[config.mk]
export PLATFORM = sky130hd
export DESIGN_NAME = mice_coord
export DESIGN_NICKNAME = d
export VERILOG_FILES = /design/src/rtl/mice_pkg.sv /design/src/rtl/mice_coord.sv
export SDC_FILE = /design/constraint.sdc
export NUM_CORES = 2
export LEC_CHECK = 0
export BUFFER_PORTS_ARGS = -buffer_cell sky130_fd_sc_hd__buf_2
export CELL_PAD_IN_SITES_DETAIL_PLACEMENT = 1
export CELL_PAD_IN_SITES_GLOBAL_PLACEMENT = 1
export CORE_MARGIN = 2
export CORE_UTILIZATION = 58
export DETAILED_ROUTE_END_ITERATION = 8
export PLACE_DENSITY = 0.94
export SKIP_CTS_REPAIR_TIMING = 1
export SLEW_MARGIN = 15
export SYNTH_ARGS = -nofsm -noshare
export SYNTH_HDL_FRONTEND = slang
export SYNTH_SLANG_ARGS = --single-unit
[constraint.sdc]
create_clock -name clk_i -period 12.7 [get_ports clk_i]
set_clock_uncertainty 0.2 [all_clocks]
set_input_delay 1.27 -clock clk_i [delete_from_list [all_inputs] [get_ports clk_i]]
set_output_delay 1.27 -clock clk_i [all_outputs]
set_load 0.02 [all_outputs]
[src/rtl/mice_pkg.sv]
// ----------------------------------------------------------------------------
// Mic-E encoder package
// Shared types, register codes, character constants and reciprocal constants
// for the Mic-E position encoder.
// ----------------------------------------------------------------------------
`timescale 1ns / 1ps

package mice_pkg;

  // APB register file
  localparam int unsigned CfgAddrW = 3;
  localparam int unsigned CfgDataW = 32;
  localparam int unsigned SymW     = 7;

  localparam logic [SymW-1:0] SymCodeRst  = 7'd79;  // 'O'
  localparam logic [SymW-1:0] SymTableRst = 7'd47;  // '/'

  typedef enum logic [0:0] {
    RegSymbolCode  = 1'b0,
    RegSymbolTable = 1'b1
  } cfg_reg_e;

  typedef struct packed {
    logic [SymW-1:0] symbol_code;
    logic [SymW-1:0] symbol_table;
  } cfg_t;

  // Pipeline depth from input to output (seven lane stages, digit stage, output)
  localparam int unsigned PipeDepth = 9;

  // Characters and offsets
  localparam logic [7:0] CharTick  = 8'h60;  // '`'
  localparam logic [7:0] CharBrace = 8'h7D;  // '}'
  localparam logic [7:0] CharP     = 8'h50;  // 'P'
  localparam logic [7:0] Char0     = 8'h30;  // '0'
  localparam logic [7:0] FlagOfs   = CharP - Char0;
  localparam logic [7:0] Base91Ofs = 8'd33;
  localparam logic [7:0] ByteOfs   = 8'd28;
  localparam logic [7:0] LonOfsLo  = 8'd118;
  localparam logic [7:0] LonOfsMid = 8'd28;
  localparam logic [7:0] LonOfsHi  = 8'd8;
  localparam logic [7:0] LonOfsTop = 8'd72;
  localparam logic [7:0] MinOfsLo  = 8'd88;
  localparam logic [7:0] MinOfsHi  = 8'd28;

  // Altitude datum and saturation, meters
  localparam logic signed [22:0] AltDatum = 23'sd10000;
  localparam logic [19:0]        AltMax   = 20'd753570;

  // Scale of the angle inputs
  localparam logic [31:0] DegScale = 32'd10000000;

  // Reciprocals: q = (x * ceil(2^s / d)) >> s, exact for the input ranges used
  localparam logic [31:0] RecipDeg    = 32'(((64'd1 << 55) + 64'(DegScale) - 64'd1)
                                            / 64'(DegScale));
  localparam logic [26:0] RecipMin    = 27'(((64'd1 << 40) + 64'd9999) / 64'd10000);
  localparam logic [13:0] Recip100T   = 14'(((64'd1 << 20) + 64'd99) / 64'd100);
  localparam logic [13:0] Recip10Spd  = 14'(((64'd1 << 17) + 64'd9) / 64'd10);
  localparam logic [16:0] Recip100Hdg = 17'(((64'd1 << 23) + 64'd99) / 64'd100);
  localparam logic [10:0] Recip100Sm  = 11'(((64'd1 << 17) + 64'd99) / 64'd100);
  localparam logic [27:0] RecipAlt    = 28'(((64'd1 << 34) + 64'd99) / 64'd100);
  localparam logic [20:0] Recip91     = 21'(((64'd1 << 27) + 64'd90) / 64'd91);
  localparam logic [14:0] Recip91Sm   = 15'(((64'd1 << 21) + 64'd90) / 64'd91);
  localparam logic [7:0]  Recip10     = 8'(((64'd1 << 11) + 64'd9) / 64'd10);

  // Result of one coordinate lane
  typedef struct packed {
    logic [7:0] deg;   // whole degrees
    logic [5:0] mins;  // whole minutes
    logic [6:0] hund;  // hundredths of a minute
    logic       pos;   // value above zero
    logic       neg;   // value below zero
  } coord_res_t;

  // Result of the speed, heading and altitude lane
  typedef struct packed {
    logic [6:0] spd_hund;    // speed / 100
    logic [3:0] knot_units;  // (speed / 10) % 10
    logic [2:0] hdg_thou;    // heading / 10000
    logic [6:0] hdg_rem;     // (heading / 100) % 100
    logic [6:0] alt_hi;
    logic [6:0] alt_mid;
    logic [6:0] alt_lo;
  } motion_res_t;

  // Quotient by ten of a byte
  function automatic logic [4:0] div10(input logic [7:0] x);
    logic [15:0] p;
    p = 16'(x) * 16'(Recip10);
    return p[15:11];
  endfunction

endpackage

[src/rtl/mice_coord.sv]
// ----------------------------------------------------------------------------
// Mic-E coordinate lane
// Seven-stage pipeline splitting a signed angle in 1e-7 degrees into whole
// degrees, whole minutes and hundredths of a minute, plus sign flags.
// ----------------------------------------------------------------------------
`timescale 1ns / 1ps

module mice_coord (
  input  logic                 clk_i,
  input  logic signed [31:0]   coord_i,
  output mice_pkg::coord_res_t res_o
);
  import mice_pkg::*;

  logic [31:0] mag_d, mag1_q, mag2_q;
  logic [1:0]  flg_d;
  logic [1:0]  flg_q [1:6];
  logic [7:0]  deg_q [2:6];
  logic [63:0] prod2;
  logic [31:0] rem_full;
  logic [23:0] rem3_q;
  logic [25:0] m6_q;
  logic [52:0] prod5;
  logic [12:0] t5_q, t6_q;
  logic [26:0] prod6;
  logic [5:0]  tq6_q;
  logic [12:0] hund_full;
  coord_res_t  res_q;

  // Stage 1: magnitude and sign flags {pos, neg}
  assign mag_d = coord_i[31] ? (~$unsigned(coord_i) + 32'd1) : $unsigned(coord_i);
  assign flg_d = {~coord_i[31] & (coord_i != 32'sd0), coord_i[31]};

  // Stage 2: degrees by reciprocal multiply
  assign prod2 = 64'(mag1_q) * 64'(RecipDeg);

  // Stage 3: fraction of a degree
  assign rem_full = mag2_q - 32'(deg_q[2]) * DegScale;

  // Stage 5: minutes times 100 (value < 6000)
  assign prod5 = 53'(m6_q) * 53'(RecipMin);

  // Stage 6: whole minutes
  assign prod6 = 27'(t5_q) * 27'(Recip100T);

  // Stage 7: hundredths of a minute
  assign hund_full = t6_q - 13'(tq6_q) * 13'd100;

  always_ff @(posedge clk_i) begin
    mag1_q   <= mag_d;
    flg_q[1] <= flg_d;

    mag2_q   <= mag1_q;
    deg_q[2] <= prod2[62:55];
    flg_q[2] <= flg_q[1];

    rem3_q   <= rem_full[23:0];

    // six times the fraction by shift and add
    m6_q     <= {rem3_q, 2'b00} + {1'b0, rem3_q, 1'b0};

    t5_q     <= prod5[52:40];

    t6_q     <= t5_q;
    tq6_q    <= prod6[25:20];

    for (int i = 3; i <= 6; i++) begin
      deg_q[i] <= deg_q[i-1];
      flg_q[i] <= flg_q[i-1];
    end

    res_q.deg  <= deg_q[6];
    res_q.mins <= tq6_q;
    res_q.hund <= hund_full[6:0];
    res_q.pos  <= flg_q[6][1];
    res_q.neg  <= flg_q[6][0];
  end

  assign res_o = res_q;

endmodule

==> impl_table.tex <==
\begin{tabular}{lr}
\hline
Metric & Value \\
\hline
\multicolumn{2}{l}{\textbf{STA}} \\
Max\_slew headroom & 0.101 \\
Setup TNS Final & 0 ns \\
Final hold violation count & 0 \\
Shortest period the worst path allows & 8.72 ns \\
Number of setup violations in the final report & 0 \\
Fmax & 0.115 GHz \\
Worst hold margin & between 0.07 and 0.08 ns \\
Slew at the pin closest to its max-slew limit & 1.34 ns \\
Post-route fraction of the period consumed by the critical path & 0.687 \\
RSZ-0062 raised after global routing & no \\
Count of final max-slew check failures & 0 \\
\multicolumn{2}{l}{\textbf{Critical path}} \\
Required time of the critical path & roughly 13 ns \\
Critical Path Source Type & flop \\
Endpoint type of the worst setup path & flop \\
Startpoint-to-endpoint class of the critical path & reg -> reg \\
Worst-path maximum fanout & 9 \\
Arrival time worst endpoint & 9.03 ns \\
\multicolumn{2}{l}{\textbf{Global route}} \\
Global-route wire length before repair & roughly 250,000 microns \\
Met2 layer usage reported by global route & 0.769 \\
GR Overflow Total & 0 \\
Total global routing track utilization & 0.489 \\
Layer with the highest usage & met2 \\
GRT met1 Usage & 0.474 \\
Antenna violations before repair & 9 \\
GR Layer Usage met3 & 0.197 \\
Largest net degree at the start of global routing & 35 \\
Via count of the first global-routing pass & 37.6k \\
\multicolumn{2}{l}{\textbf{Final layout}} \\
Final instance count without filler cells & 4,718 \\
Non-Filler Cell Area, Final & 0.0422 sq mm \\
Final-layout fill cell count & around 7.2k \\
Share of layout cells above drive strength 1 & 0.0319 \\
Total number of nets in the final design & 5,463 \\
Layout Area Growth over Synthesis & 5.78\% \\
\multicolumn{2}{l}{\textbf{Route}} \\
1st-pass router iterations & 5 \\
Final routed wire length divided by cell count & around 35 microns \\
Total wire length & about 170,000 microns \\
Total DRC errors in the routed layout & 0 \\
Initial drt markers & roughly 2.9k \\
Number of nets still failing antenna checks after routing & 0 \\
Vias after detailed routing & 31.0k \\
Detailed-route vias per instance & around 6.6 \\
\multicolumn{2}{l}{\textbf{Clock tree}} \\
Worst-Skew Late Latency & 0.65 ns \\
Buffer levels on the longest clock path & 3 \\
\# clock sinks & $\sim$200 \\
Number of buffers created by CTS & 26 \\
Buffer cell driving the clock tree root & clkbuf\_16 \\
TritonCTS clock tree & yes \\
Clock-pin slew of the registers on the worst-case setup and hold paths & 0.10 ns \\
Deepest level of the CTS H-tree & 1 \\
\multicolumn{2}{l}{\textbf{Yosys}} \\
Number of enable flip-flop cells after synthesis & 0 \\
Cell count after synthesis & 3,725 \\
Synth unique cells & 64 \\
Post-Synthesis Net Count & 5,380 \\
Primary FF master, synth & dfxtp\_1 \\
Yosys top cell by area & fa\_1 \\
Yosys top cell area share & 0.440 \\
Most used standard cells in the synthesized netlist & 1,248 x inv\_1, 878 x fa\_1, 744 x ha\_1 \\
Post-synthesis instance area & 0.0399 sq mm \\
Post-synthesis sequential area ratio & 0.103 \\
Most used standard cell by instance count after synthesis & inv\_1 \\
Total of warnings raised by yosys & 0 \\
Async set or reset register ratio after synthesis & 0 \\
Top cells by area, synth & fa\_1 44\%, ha\_1 23\%, inv\_1 12\% \\
Post-synthesis average cell area & 10.7 sq um \\
Number of storage elements in the synthesis netlist & 206 \\
\multicolumn{2}{l}{\textbf{Die}} \\
Total I/O pin count & 56 \\
Area inside the core boundary & about 0.068 sq mm \\
Overall die height & between 200 and 300 microns \\
Die width & about 270 microns \\
Starting density of the core & 0.584 \\
Total die area & 0.0709 sq mm \\
Std cell rows & between 90 and 100 \\
\multicolumn{2}{l}{\textbf{Placement}} \\
Post-DP Area & 0.0413 sq mm \\
Final GP Congestion & 1.03 \\
Placed wire-length estimate & about 120,000 microns \\
Number of port buffers & between 50 and 60 \\
Cell count after placement & 4,661 \\
\multicolumn{2}{l}{\textbf{Outcome}} \\
Status & completed \\
\multicolumn{2}{l}{\textbf{Min path}} \\
Class of the worst hold path & reg -> reg \\
\multicolumn{2}{l}{\textbf{Flow run}} \\
MaxCap Viol Count & 0 \\
\hline
\end{tabular}
-- logic make-up (layout without fill, tap and decap cells) --
logic type,Yosys count,count (layout),share of synthesized area
compound gates,288,288,0.0477
xor+xnor,125,125,0.0274
fa+ha+maj,1622,1622,0.674
buf+inv,1253,1356,0.118
flops,206,206,0.103
other cells,0,8,0
simple gates,231,231,0.0302
-- layout make-up --
type | count | area (sq um) | area share
flip-flops and latches | 206 | 4120 | 0.0977
repair buffers | 58 | 298 | 0.00705
well taps | 882 | 1100 | 0.0261
diodes | 8 | 20.0 | 0.000474
inverters | 1250 | 4690 | 0.111
clock inverters | 18 | 206 | 0.00489
multi-input cells | 2266 | 31100 | 0.736
clock buffers | 30 | 686 | 0.0162
-- layer usage --
layer / share of wire / vias to the layer above
met5: 0.00014 / -
met4: 0.13 / 4
met3: 0.11 / 1471
met2: 0.46 / 2755
met1: 0.30 / 15400
li1: - / 11400
-- registers in the layout (all words and copies together), names as in the netlist --
register / count
res_o: 23
mag1_q: 32
flg_q: 12
rem3_q: 24
t5_q: 13
mag2_q: 24
m6_q: 25
tq6_q: 6
t6_q: 7
deg_q: 40
-- path summary, 6_finish.rpt --
path | start | depth (start not counted) | slack, ns | end
max | mag1_q[8] | 22 | 3.98 | deg_q[2][7]
min | mag2_q[0] | 0 | 0.07 | rem3_q[0]
max reg2reg | mag1_q[8] | 22 | 3.98 | deg_q[2][7]
min reg2reg | mag2_q[0] | 0 | 0.07 | rem3_q[0]
-- worst max-delay path, cell delays in order, from the launching register on --
cell and delay, ns:
dfxtp_1 0.48, fa_1 0.66, inv_1 0.18, fa_1 0.79, inv_1 0.14, fa_1 0.52, inv_1 0.09, fa_1 0.67
inv_1 0.21, fa_1 0.51, fa_1 0.55, fa_1 0.45, fa_1 0.51, ha_1 0.39, a211o_1 0.34, a21oi_1 0.18
o21a_1 0.15, o211a_1 0.18, o2111ai_1 0.22, and3_1 0.32, a31o_2 0.27, o41ai_1 0.47, xnor2_1 0.14
-- stage by stage --
step,setup slack (ns),utilization
after floorplan,5.77,-
after global placement,5.17,0.604
after detailed placement,4.73,0.604
after CTS,4.30,0.617
after global routing,3.80,0.617
final,3.98,0.618
-- layout by cell type (no fill, tap or decap), drive strengths merged, types with 4 or more instances in the layout --
| cell type | n |
|---|---|
| nand2b | 12 |
| a31oi | 5 |
| a221oi | 5 |
| o31ai | 10 |
| or3 | 9 |
| a211oi | 14 |
| xor2 | 26 |
| nor3 | 17 |
| nand4 | 13 |
| o21ai | 51 |
| o2111ai | 4 |
| o21a | 22 |
| nand2 | 47 |
| a21oi | 85 |
| nor2b | 19 |
| a21o | 32 |
| nand3 | 24 |
| and2 | 7 |
| o211ai | 5 |
| a2111oi | 4 |
| o41ai | 9 |
| nor2 | 49 |
| xnor2 | 99 |
| or2 | 8 |
| and3 | 10 |
| fa | 878 |
| or4 | 8 |
| ha | 744 |
| clkinv | 7 |
| diode | 8 |
| and4 | 4 |
| a211o | 5 |
| o21bai | 7 |
| inv | 1256 |
| buf | 58 |
| dfxtp | 206 |
| clkbuf | 30 |
| a21boi | 4 |
Power is not shown: default switching activity piles up to over one toggle a cycle in this logic, so the estimate is an artifact.
