--- config.mk ---
export PLATFORM = sky130hd
export DESIGN_NAME = mice_cfg
export DESIGN_NICKNAME = d
export VERILOG_FILES = /design/src/rtl/mice_pkg.sv /design/src/rtl/mice_cfg.sv
export SDC_FILE = /design/constraint.sdc
export NUM_CORES = 1
export LEC_CHECK = 0
export BUFFER_PORTS_ARGS = -buffer_cell sky130_fd_sc_hd__buf_2
export CORE_ASPECT_RATIO = 0.7
export CORE_MARGIN = 5
export CORE_UTILIZATION = 35
export DETAILED_ROUTE_END_ITERATION = 6
export PLACE_DENSITY_LB_ADDON = 0.12
export SYNTH_ARGS = -nofsm -noshare
export SYNTH_HDL_FRONTEND = slang
export SYNTH_SLANG_ARGS = --single-unit
--- constraint.sdc ---
create_clock -name clk_i -period 1.4 [get_ports clk_i]
set_input_delay 0.14 -clock clk_i [delete_from_list [all_inputs] [get_ports clk_i]]
set_output_delay 0.14 -clock clk_i [all_outputs]
set_load 0.02 [all_outputs]
--- src/rtl/mice_pkg.sv ---
// ----------------------------------------------------------------------------
// Mic-E encoder package
// Shared types, register codes, character constants and reciprocal constants
// for the Mic-E position encoder.
// ----------------------------------------------------------------------------
`timescale 1ns / 1ps

package mice_pkg;

  // APB register file
  localparam int unsigned CfgAddrW = 3;
  localparam int unsigned CfgDataW = 32;
  localparam int unsigned SymW     = 7;

  localparam logic [SymW-1:0] SymCodeRst  = 7'd79;  // 'O'
  localparam logic [SymW-1:0] SymTableRst = 7'd47;  // '/'

  typedef enum logic [0:0] {
    RegSymbolCode  = 1'b0,
    RegSymbolTable = 1'b1
  } cfg_reg_e;

  typedef struct packed {
    logic [SymW-1:0] symbol_code;
    logic [SymW-1:0] symbol_table;
  } cfg_t;

  // Pipeline depth from input to output (seven lane stages, digit stage, output)
  localparam int unsigned PipeDepth = 9;

  // Characters and offsets
  localparam logic [7:0] CharTick  = 8'h60;  // '`'
  localparam logic [7:0] CharBrace = 8'h7D;  // '}'
  localparam logic [7:0] CharP     = 8'h50;  // 'P'
  localparam logic [7:0] Char0     = 8'h30;  // '0'
  localparam logic [7:0] FlagOfs   = CharP - Char0;
  localparam logic [7:0] Base91Ofs = 8'd33;
  localparam logic [7:0] ByteOfs   = 8'd28;
  localparam logic [7:0] LonOfsLo  = 8'd118;
  localparam logic [7:0] LonOfsMid = 8'd28;
  localparam logic [7:0] LonOfsHi  = 8'd8;
  localparam logic [7:0] LonOfsTop = 8'd72;
  localparam logic [7:0] MinOfsLo  = 8'd88;
  localparam logic [7:0] MinOfsHi  = 8'd28;

  // Altitude datum and saturation, meters
  localparam logic signed [22:0] AltDatum = 23'sd10000;
  localparam logic [19:0]        AltMax   = 20'd753570;

  // Scale of the angle inputs
  localparam logic [31:0] DegScale = 32'd10000000;

  // Reciprocals: q = (x * ceil(2^s / d)) >> s, exact for the input ranges used
  localparam logic [31:0] RecipDeg    = 32'(((64'd1 << 55) + 64'(DegScale) - 64'd1)
                                            / 64'(DegScale));
  localparam logic [26:0] RecipMin    = 27'(((64'd1 << 40) + 64'd9999) / 64'd10000);
  localparam logic [13:0] Recip100T   = 14'(((64'd1 << 20) + 64'd99) / 64'd100);
  localparam logic [13:0] Recip10Spd  = 14'(((64'd1 << 17) + 64'd9) / 64'd10);
  localparam logic [16:0] Recip100Hdg = 17'(((64'd1 << 23) + 64'd99) / 64'd100);
  localparam logic [10:0] Recip100Sm  = 11'(((64'd1 << 17) + 64'd99) / 64'd100);
  localparam logic [27:0] RecipAlt    = 28'(((64'd1 << 34) + 64'd99) / 64'd100);
  localparam logic [20:0] Recip91     = 21'(((64'd1 << 27) + 64'd90) / 64'd91);
  localparam logic [14:0] Recip91Sm   = 15'(((64'd1 << 21) + 64'd90) / 64'd91);
  localparam logic [7:0]  Recip10     = 8'(((64'd1 << 11) + 64'd9) / 64'd10);

  // Result of one coordinate lane
  typedef struct packed {
    logic [7:0] deg;   // whole degrees
    logic [5:0] mins;  // whole minutes
    logic [6:0] hund;  // hundredths of a minute
    logic       pos;   // value above zero
    logic       neg;   // value below zero
  } coord_res_t;

  // Result of the speed, heading and altitude lane
  typedef struct packed {
    logic [6:0] spd_hund;    // speed / 100
    logic [3:0] knot_units;  // (speed / 10) % 10
    logic [2:0] hdg_thou;    // heading / 10000
    logic [6:0] hdg_rem;     // (heading / 100) % 100
    logic [6:0] alt_hi;
    logic [6:0] alt_mid;
    logic [6:0] alt_lo;
  } motion_res_t;

  // Quotient by ten of a byte
  function automatic logic [4:0] div10(input logic [7:0] x);
    logic [15:0] p;
    p = 16'(x) * 16'(Recip10);
    return p[15:11];
  endfunction

endpackage

--- src/rtl/mice_cfg.sv ---
// ----------------------------------------------------------------------------
// Mic-E configuration registers
// APB register file holding the symbol code and symbol table characters.
// ----------------------------------------------------------------------------
`timescale 1ns / 1ps

module mice_cfg (
  input  logic                            clk_i,
  input  logic                            rst_ni,
  input  logic                            psel,
  input  logic                            penable,
  input  logic                            pwrite,
  input  logic [mice_pkg::CfgAddrW-1:0]   paddr,
  input  logic [mice_pkg::CfgDataW-1:0]   pwdata,
  output logic [mice_pkg::CfgDataW-1:0]   prdata,
  output logic                            pready,
  output mice_pkg::cfg_t                  cfg_o
);
  import mice_pkg::*;

  cfg_reg_e        reg_sel;
  logic            wr_en;
  logic [SymW-1:0] code_q, code_d;
  logic [SymW-1:0] table_q, table_d;

  assign pready  = 1'b1;
  assign reg_sel = cfg_reg_e'(paddr[2]);
  assign wr_en   = psel & penable & pwrite & pready;

  // Write decode
  always_comb begin
    code_d  = code_q;
    table_d = table_q;
    if (wr_en) begin
      unique case (reg_sel)
        RegSymbolCode:  code_d  = pwdata[SymW-1:0];
        RegSymbolTable: table_d = pwdata[SymW-1:0];
        default:        code_d  = code_q;
      endcase
    end
  end

  always_ff @(posedge clk_i or negedge rst_ni) begin
    if (!rst_ni) begin
      code_q  <= SymCodeRst;
      table_q <= SymTableRst;
    end else begin
      code_q  <= code_d;
      table_q <= table_d;
    end
  end

  // Read mux
  always_comb begin
    unique case (reg_sel)
      RegSymbolCode:  prdata = CfgDataW'(code_q);
      RegSymbolTable: prdata = CfgDataW'(table_q);
      default:        prdata = '0;
    endcase
  end

  assign cfg_o.symbol_code  = code_q;
  assign cfg_o.symbol_table = table_q;

endmodule

==> results of run 1 <==
[layout by cell type (no fill, tap or decap)]
cell type | synthesis | routed
sky130_fd_sc_hd__buf_2 | 0 | 33
sky130_fd_sc_hd__clkbuf_4 | 0 | 3
sky130_fd_sc_hd__clkbuf_8 | 0 | 1
sky130_fd_sc_hd__conb_1 | 2 | 26
sky130_fd_sc_hd__dfrtp_1 | 4 | 4
sky130_fd_sc_hd__dfstp_2 | 10 | 10
sky130_fd_sc_hd__dlygate4sd3_1 | 0 | 1
sky130_fd_sc_hd__mux2_2 | 21 | 21
sky130_fd_sc_hd__nand4_2 | 1 | 1
sky130_fd_sc_hd__nand4b_4 | 1 | 1
[path summary, 6_finish.rpt]
check,endpoint
worst min register to register,table_q[4]
min in group asynchronous,table_q[6]
worst max-delay path,prdata[0]
max in group asynchronous,table_q[0]
worst max register to register,code_q[5]
worst min-delay path,table_q[1]
[flip-flops by register name, indices dropped and copies added, names as in the netlist]
register,count
code_q,7
table_q,7
[cell families after synthesis]
family | after synthesis
buf+inv | 27
simple gates | 2
mux | 21
flops | 14
other cells | 2
[final cells by class]
type | instances | area, µm² | share of cell area [%]
repair buffers | 34 | 175 | 17.8
clock buffers | 4 | 36.3 | 3.68
multi-input cells | 49 | 370 | 37.6
well taps | 32 | 40.0 | 4.07
flip-flops and latches | 14 | 363 | 36.8
[per-layer routing]
| layer | routed length, µm | global-route usage (%) |
|---|---|---|
| met2 | 799 | 15.8 |
| met5 | 0 | 0 |
| met3 | 232 | 5.48 |
| met4 | 0 | 1.94 |
| met1 | 662 | 11.6 |
[critical path: cells and delay by family, from the launching register on]
family	cells	cell delay (ns)
mux	1	0.14
flops	1	0.55
buf+inv	1	0.15
[power groups by stage]
stage	Combinational [mW]	Sequential [mW]	Clock, mW
6_report	0.569	0.597	0.291
5_1_grt	0.609	0.612	0.331
4_1_cts	0.578	0.600	0.309
3_5_place_dp	0.574	0.607	0
3_3_place_gp	0.568	0.602	0
2_1_floorplan	0.330	0.719	0
==> impl_summary.log, run 1 <==
INFO  metric synth_compound_area_share = 0%
INFO  metric wire_per_inst = around 13 µm
INFO  metric clock_power_share = between 20% and 30%
INFO  metric timing.hold.worst.class = primary input to register
INFO  metric slew_violations = 0
INFO  metric clkLatencyLatePin = 0.27 ns
INFO  metric gpl.final_weighted_congestion = roughly 0.60
INFO  metric die_x = 68.9 µm
INFO  metric initial_antenna_violation_count = 0
INFO  metric synth_enable_flop_cells = 0
INFO  metric ioPinCount = 87
INFO  metric pwr-share-comb = 39.0%
INFO  metric synthToLayoutAreaGrowth = 15.9%
INFO  metric cellPowerDensity = 1480 mW/mm²
INFO  metric netlist-cell-type-count = 8
INFO  metric total_negative_setup_slack = 0 ns
INFO  metric floorplan_die_area = 0.00353 mm²
INFO  metric r2r-start = code_q[5]
INFO  metric dr_total_vias = 516
INFO  metric timing.critical_path.from_type = register
INFO  metric worst_setup_path_class = register to primary output
INFO  metric rows = 14
INFO  metric post-cts-setup-buffers = 0
INFO  metric pin_count_of_the_biggest_net_entering_global_routing = 15
INFO  metric netlist_instances = 66
INFO  metric drt_first_iter_violations = 1
INFO  metric cts_max_path_buffers = 2
INFO  metric worst_clock_skew = 0 ns
INFO  metric antenna_left = 0
INFO  metric post_cts_hold_buffer_count = 1
INFO  metric globalRouteTotalUtil = around a tenth
INFO  metric min_delay_path_depth = 2
INFO  metric synthTopCellsByArea = sky130_fd_sc_hd__dfstp_2 (31%), sky130_fd_sc_hd__mux2_2 (28%), sky130_fd_sc_hd__buf_4 (23%)
INFO  metric fin_nets = ~140
INFO  metric viasPerCell = 3.88
INFO  metric syn-cell-area = around 850 µm²
INFO  metric layout_min_cycle_time = 1.26 ns
INFO  metric holdWs = 0.102 ns
INFO  metric fp.coreArea = roughly 0.0022 mm²
INFO  metric holdCritStartpoint = pwdata[1]
INFO  metric synth-simple-area-share = 4.27%
INFO  metric netSwitchingPower = approximately 0.54 mW
INFO  metric power.switching_fraction = 37.3%
INFO  metric finalCoreUtilization = around 44%
INFO  metric yosys.area.top_type_share = 30.9%
INFO  metric synthXorXnorAreaFrac = 0%
INFO  metric ys_seq_area_share = 42.7%
INFO  metric drt_pass1_iterations = 2
INFO  metric cp_cell_sequence = mux2_2, buf_2
INFO  metric synth.cells.most_frequent = sky130_fd_sc_hd__buf_4 (26), sky130_fd_sc_hd__mux2_2 (21), sky130_fd_sc_hd__dfstp_2 (10)
INFO  metric post-route-worst-setup-slack = 0.145 ns
INFO  metric critical_path_required = 1.26 ns
INFO  metric cpMaxStageDelayCell = sky130_fd_sc_hd__dfstp_2
INFO  metric overall_power = 1.46 mW
INFO  metric ys_async_sr_fraction = 100%
INFO  metric post-synth-top-area-cell = sky130_fd_sc_hd__dfstp_2
INFO  metric outcome = finished, final reports clean
INFO  metric reg2reg_depth = 1
INFO  metric cap_viol_max_count = 0
INFO  metric final_cell_count_no_fill = 133
INFO  metric antenna_cells = 0
INFO  metric io_buffers = 33
INFO  metric unrepaired_setup_endpoints_after_global_routing = false
INFO  metric slowest_delay = approximately 0.55 ns
INFO  metric yosys.area_share.adder = 0%
INFO  metric initial_core_utilization = a little under two fifths
INFO  metric finish.instance_area = approximately 980 µm²
INFO  metric cts_resized = 0
INFO  metric maxClockFrequency = 0.797 GHz
INFO  metric internal_power = 0.914 mW
INFO  metric regToRegSetupSlack = 0.63 ns
INFO  metric totalWireLength = 1700 µm
INFO  metric leakage = 0.509 nW
INFO  metric min_period_over_period = between 80% and 90%
INFO  metric synth.most_common_cell = sky130_fd_sc_hd__buf_4
INFO  metric place_ws = between 0.2 and 0.25 ns
INFO  metric dpl_cell_area = 938 µm²
INFO  metric crit_start = table_q[0]
INFO  metric critPathCaptureType = primary output
INFO  metric cts_tree = built
INFO  metric synthesized_flop_and_latch_total = 14
INFO  metric via_count_of_the_first_global_routing_pass = approximately 520
INFO  metric share_seq_of_total_power = 41.0%
INFO  metric vdd_ir_drop_max = between 0.7 and 0.8 mV
INFO  metric synth-main-ff-cell = sky130_fd_sc_hd__dfstp_2
INFO  metric chipHeight = 51.2 µm
INFO  metric main_combinational_cell_family_by_area_after_synthesis = multiplexers
INFO  metric hold_viol = 0
INFO  metric grt.overflow.total = 0
INFO  metric synth.avg_cell_area = ~13 µm²
INFO  metric post-dp-hpwl = 1370 µm
INFO  metric remaining_drc_errors = 0
INFO  metric numCtsBuffers = 3
INFO  metric synthMuxAreaShare = between 20% and 30%
INFO  metric dp_cells = approximately 130
INFO  metric ctsRootBufferMaster = sky130_fd_sc_hd__clkbuf_4
INFO  metric final_layout_size_suffix_gt1_share = approximately 69%
INFO  metric clkSinkCount = 14
INFO  metric h-tree-depth = 1
INFO  metric worstPathMaxFanout = 3
INFO  metric grt_pass1_wl = about 2500 µm
INFO  metric clk_pin_slew_worst_paths = roughly 0.090 ns
INFO  metric synth.yosys.warnings = 0
INFO  metric nFillCells = 241
INFO  metric setup-violations-final = 0
INFO  metric arrival_time_at_the_worst_endpoint = 1.12 ns
Power figures use the tool's default switching activity.
==> inputs of run 2 (changes only) <==
--- a/config.mk
+++ b/config.mk
@@ -6,11 +6,12 @@
 export NUM_CORES = 1
 export LEC_CHECK = 0
 export BUFFER_PORTS_ARGS = -buffer_cell sky130_fd_sc_hd__buf_2
-export CORE_ASPECT_RATIO = 0.7
+export CORE_ASPECT_RATIO = 1.2
 export CORE_MARGIN = 5
 export CORE_UTILIZATION = 35
 export DETAILED_ROUTE_END_ITERATION = 6
 export PLACE_DENSITY_LB_ADDON = 0.12
+export SKIP_CTS_REPAIR_TIMING = 1
 export SYNTH_ARGS = -nofsm -noshare
 export SYNTH_HDL_FRONTEND = slang
 export SYNTH_SLANG_ARGS = --single-unit
==> run 2 against run 1 <==
  * Hold slack worse by 0.00098 ns
  * Register-to-register slack barely moved
  * Setup slack worse by 0.0030 ns
  * Critical path type unchanged
  * Clock power hardly changed
  * Global-route usage about the same
  * Total power hardly changed
==> impl_summary.log, run 2 (synthesized netlist as in run 1, its figures left out) <==
INFO  metric via_count_of_the_first_global_routing_pass = 543 (was 521)
INFO  metric remaining_drc_errors = 0 (unchanged)
INFO  metric post-dp-hpwl = 1290 µm (was 1370 µm)
INFO  metric totalWireLength = 1630 µm (was 1700 µm)
INFO  metric post-route-worst-setup-slack = 0.142 ns (was 0.145 ns)
INFO  metric viasPerCell = 3.92 (was 3.88)
INFO  metric ctsRootBufferMaster = sky130_fd_sc_hd__clkbuf_4 (unchanged)
INFO  metric crit_start = table_q[5] (was table_q[0])
INFO  metric largest_registers = code_q (7), table_q (7) (unchanged)
INFO  metric worst_clock_skew = 0 ns (unchanged)
INFO  metric antenna_cells = 0 (unchanged)
INFO  metric holdCritStartpoint = pwdata[0] (was pwdata[1])
INFO  metric h-tree-depth = 1 (unchanged)
INFO  metric die_x = 55.0 µm (was 68.9 µm)
INFO  metric gr_layer_usage_met2 = 15.5% (was 15.8%)
INFO  metric hold_viol = 0 (unchanged)
INFO  metric min_period_over_period = 89.9% (was 89.7%)
INFO  metric rows = 19 (was 14)
INFO  metric fp.coreArea = 0.00231 mm² (was 0.00222 mm²)
INFO  metric clk_pin_slew_worst_paths = 0.09 ns (about the same)
INFO  metric leakage = 0.509 nW (unchanged)
INFO  metric synthToLayoutAreaGrowth = 15.8% (was 15.9%)
INFO  metric timing.critical_path.from_type = register (unchanged)
INFO  metric dr_total_vias = 518 (was 516)
INFO  metric layout_min_cycle_time = 1.26 ns (about the same)
INFO  metric initial_core_utilization = 36.8% (was 38.2%)
INFO  metric most_frequent_standard_cell_in_the_layout_excluding_fill_and_tap_cells = sky130_fd_sc_hd__buf_2 (unchanged)
INFO  metric cts_tree = built (unchanged)
INFO  metric numCtsBuffers = 3 (unchanged)
INFO  metric wire_per_inst = 12.3 µm (was 12.7 µm)
INFO  metric vdd_ir_drop_max = 0.765 mV (was 0.727 mV)
INFO  metric drt_first_iter_violations = 2 (was 1)
INFO  metric gpl.final_weighted_congestion = 0.639 (was 0.604)
INFO  metric ioPinCount = 87 (unchanged)
INFO  metric cp_cell_sequence = mux2_2, buf_2 (unchanged)
INFO  metric globalRouteTotalUtil = 9.81% (was 9.85%)
INFO  metric fin_nets = 142 (unchanged)
INFO  metric grt.overflow.total = 0 (unchanged)
INFO  metric layout_common_cells = sky130_fd_sc_hd__buf_2 (33), sky130_fd_sc_hd__conb_1 (26), sky130_fd_sc_hd__mux2_2 (21) (unchanged)
INFO  metric worst-path-buf-inv = 1 (unchanged)
INFO  metric setup-violations-final = 0 (unchanged)
INFO  metric slowest_delay = 0.55 ns (about the same)
INFO  metric cpMaxStageDelayCell = sky130_fd_sc_hd__dfstp_2 (unchanged)
INFO  metric chipHeight = 64.0 µm (was 51.2 µm)
INFO  metric clkSinkCount = 14 (unchanged)
INFO  metric cap_viol_max_count = 0 (unchanged)
INFO  metric cellPowerDensity = 1480 mW/mm² (about the same)
INFO  metric slew_violations = 0 (unchanged)
INFO  metric worst_setup_path_class = register to primary output (unchanged)
INFO  metric cts_max_path_buffers = 2 (unchanged)
INFO  metric critical_path_required = 1.26 ns (about the same)
INFO  metric maxClockFrequency = 0.795 GHz (was 0.797 GHz)
INFO  metric final_layout_size_suffix_gt1_share = 69.3% (unchanged)
INFO  metric timing.hold.worst.class = primary input to register (unchanged)
INFO  metric unrepaired_setup_endpoints_after_global_routing = false (unchanged)
INFO  metric initial_antenna_violation_count = 0 (unchanged)
INFO  metric pin_count_of_the_biggest_net_entering_global_routing = 15 (unchanged)
INFO  metric io_buffers = 33 (unchanged)
INFO  metric globalRouteMet3Util = 2.79% (was 5.48%)
INFO  metric worstPathMaxFanout = 3 (unchanged)
INFO  metric place_ws = 0.274 ns (was 0.240 ns)
INFO  metric kind_of_cell_with_the_highest_combined_delay_on_the_critical_path = flip-flops (unchanged)
INFO  metric r2r-start = table_q[4] (was code_q[5])
INFO  metric outcome = finished, final reports clean (unchanged)
INFO  metric antenna_left = 0 (unchanged)
INFO  metric total_negative_setup_slack = 0 ns (unchanged)
INFO  metric grt_pass1_wl = 2480 µm (was 2520 µm)
INFO  metric dp_cells = 127 (was 128)
INFO  metric clkLatencyLatePin = 0.28 ns (was 0.27 ns)
INFO  metric critPathCaptureType = primary output (unchanged)
INFO  metric grt.met1_usage = 11.5% (was 11.6%)
INFO  metric drt_pass1_iterations = 3 (was 2)
INFO  metric gr-max-usage-layer = met2 (unchanged)
INFO  metric finalCoreUtilization = 42.6% (was 44.3%)
INFO  metric final_cell_count_no_fill = 132 (was 133)
INFO  metric arrival_time_at_the_worst_endpoint = 1.12 ns (about the same)
INFO  metric holdWs = 0.101 ns (was 0.102 ns)
INFO  metric floorplan_die_area = 0.00352 mm² (was 0.00353 mm²)
[run 2: stage by stage]
step	power, mW	instance area (µm²)
detailed placement	1.18	937
global route	1.56	983
finish	1.46	983
floorplan	1.05	940
CTS	1.48	973
global placement	1.17	937
[run 2: layout make-up]
cell class                      count  area (µm²)
Fill cell                         253        1320
Multi-Input combinational cell     49         370
Sequential cell                    14         363
Timing Repair Buffer               34         175
Tap cell                           31        38.8
Clock buffer                        4        36.3
[run 2: report_power, final]
part	total (mW)	internal (mW)	switching, mW
sequential	0.597	0.540	0.0569
combinational	0.570	0.215	0.355
clock	0.291	0.158	0.133
total	1.46	0.914	0.545
[run 2: worst paths after layout]
kind,cells past startpoint,endpoint,slack (ns)
max in group asynchronous,2,table_q[2],0.84
hold / removal,2,table_q[0],0.10
setup reg to reg,1,table_q[4],0.63
setup / recovery,2,prdata[5],0.14
hold reg to reg,1,code_q[4],0.54
min in group asynchronous,2,code_q[5],0.28
[run 2: per-layer routing]
metal	share of wire (%)	up-vias
met5	0	-
met4	1.0	0
met3	12	2
met2	48	34
met1	38	243
li1	-	239
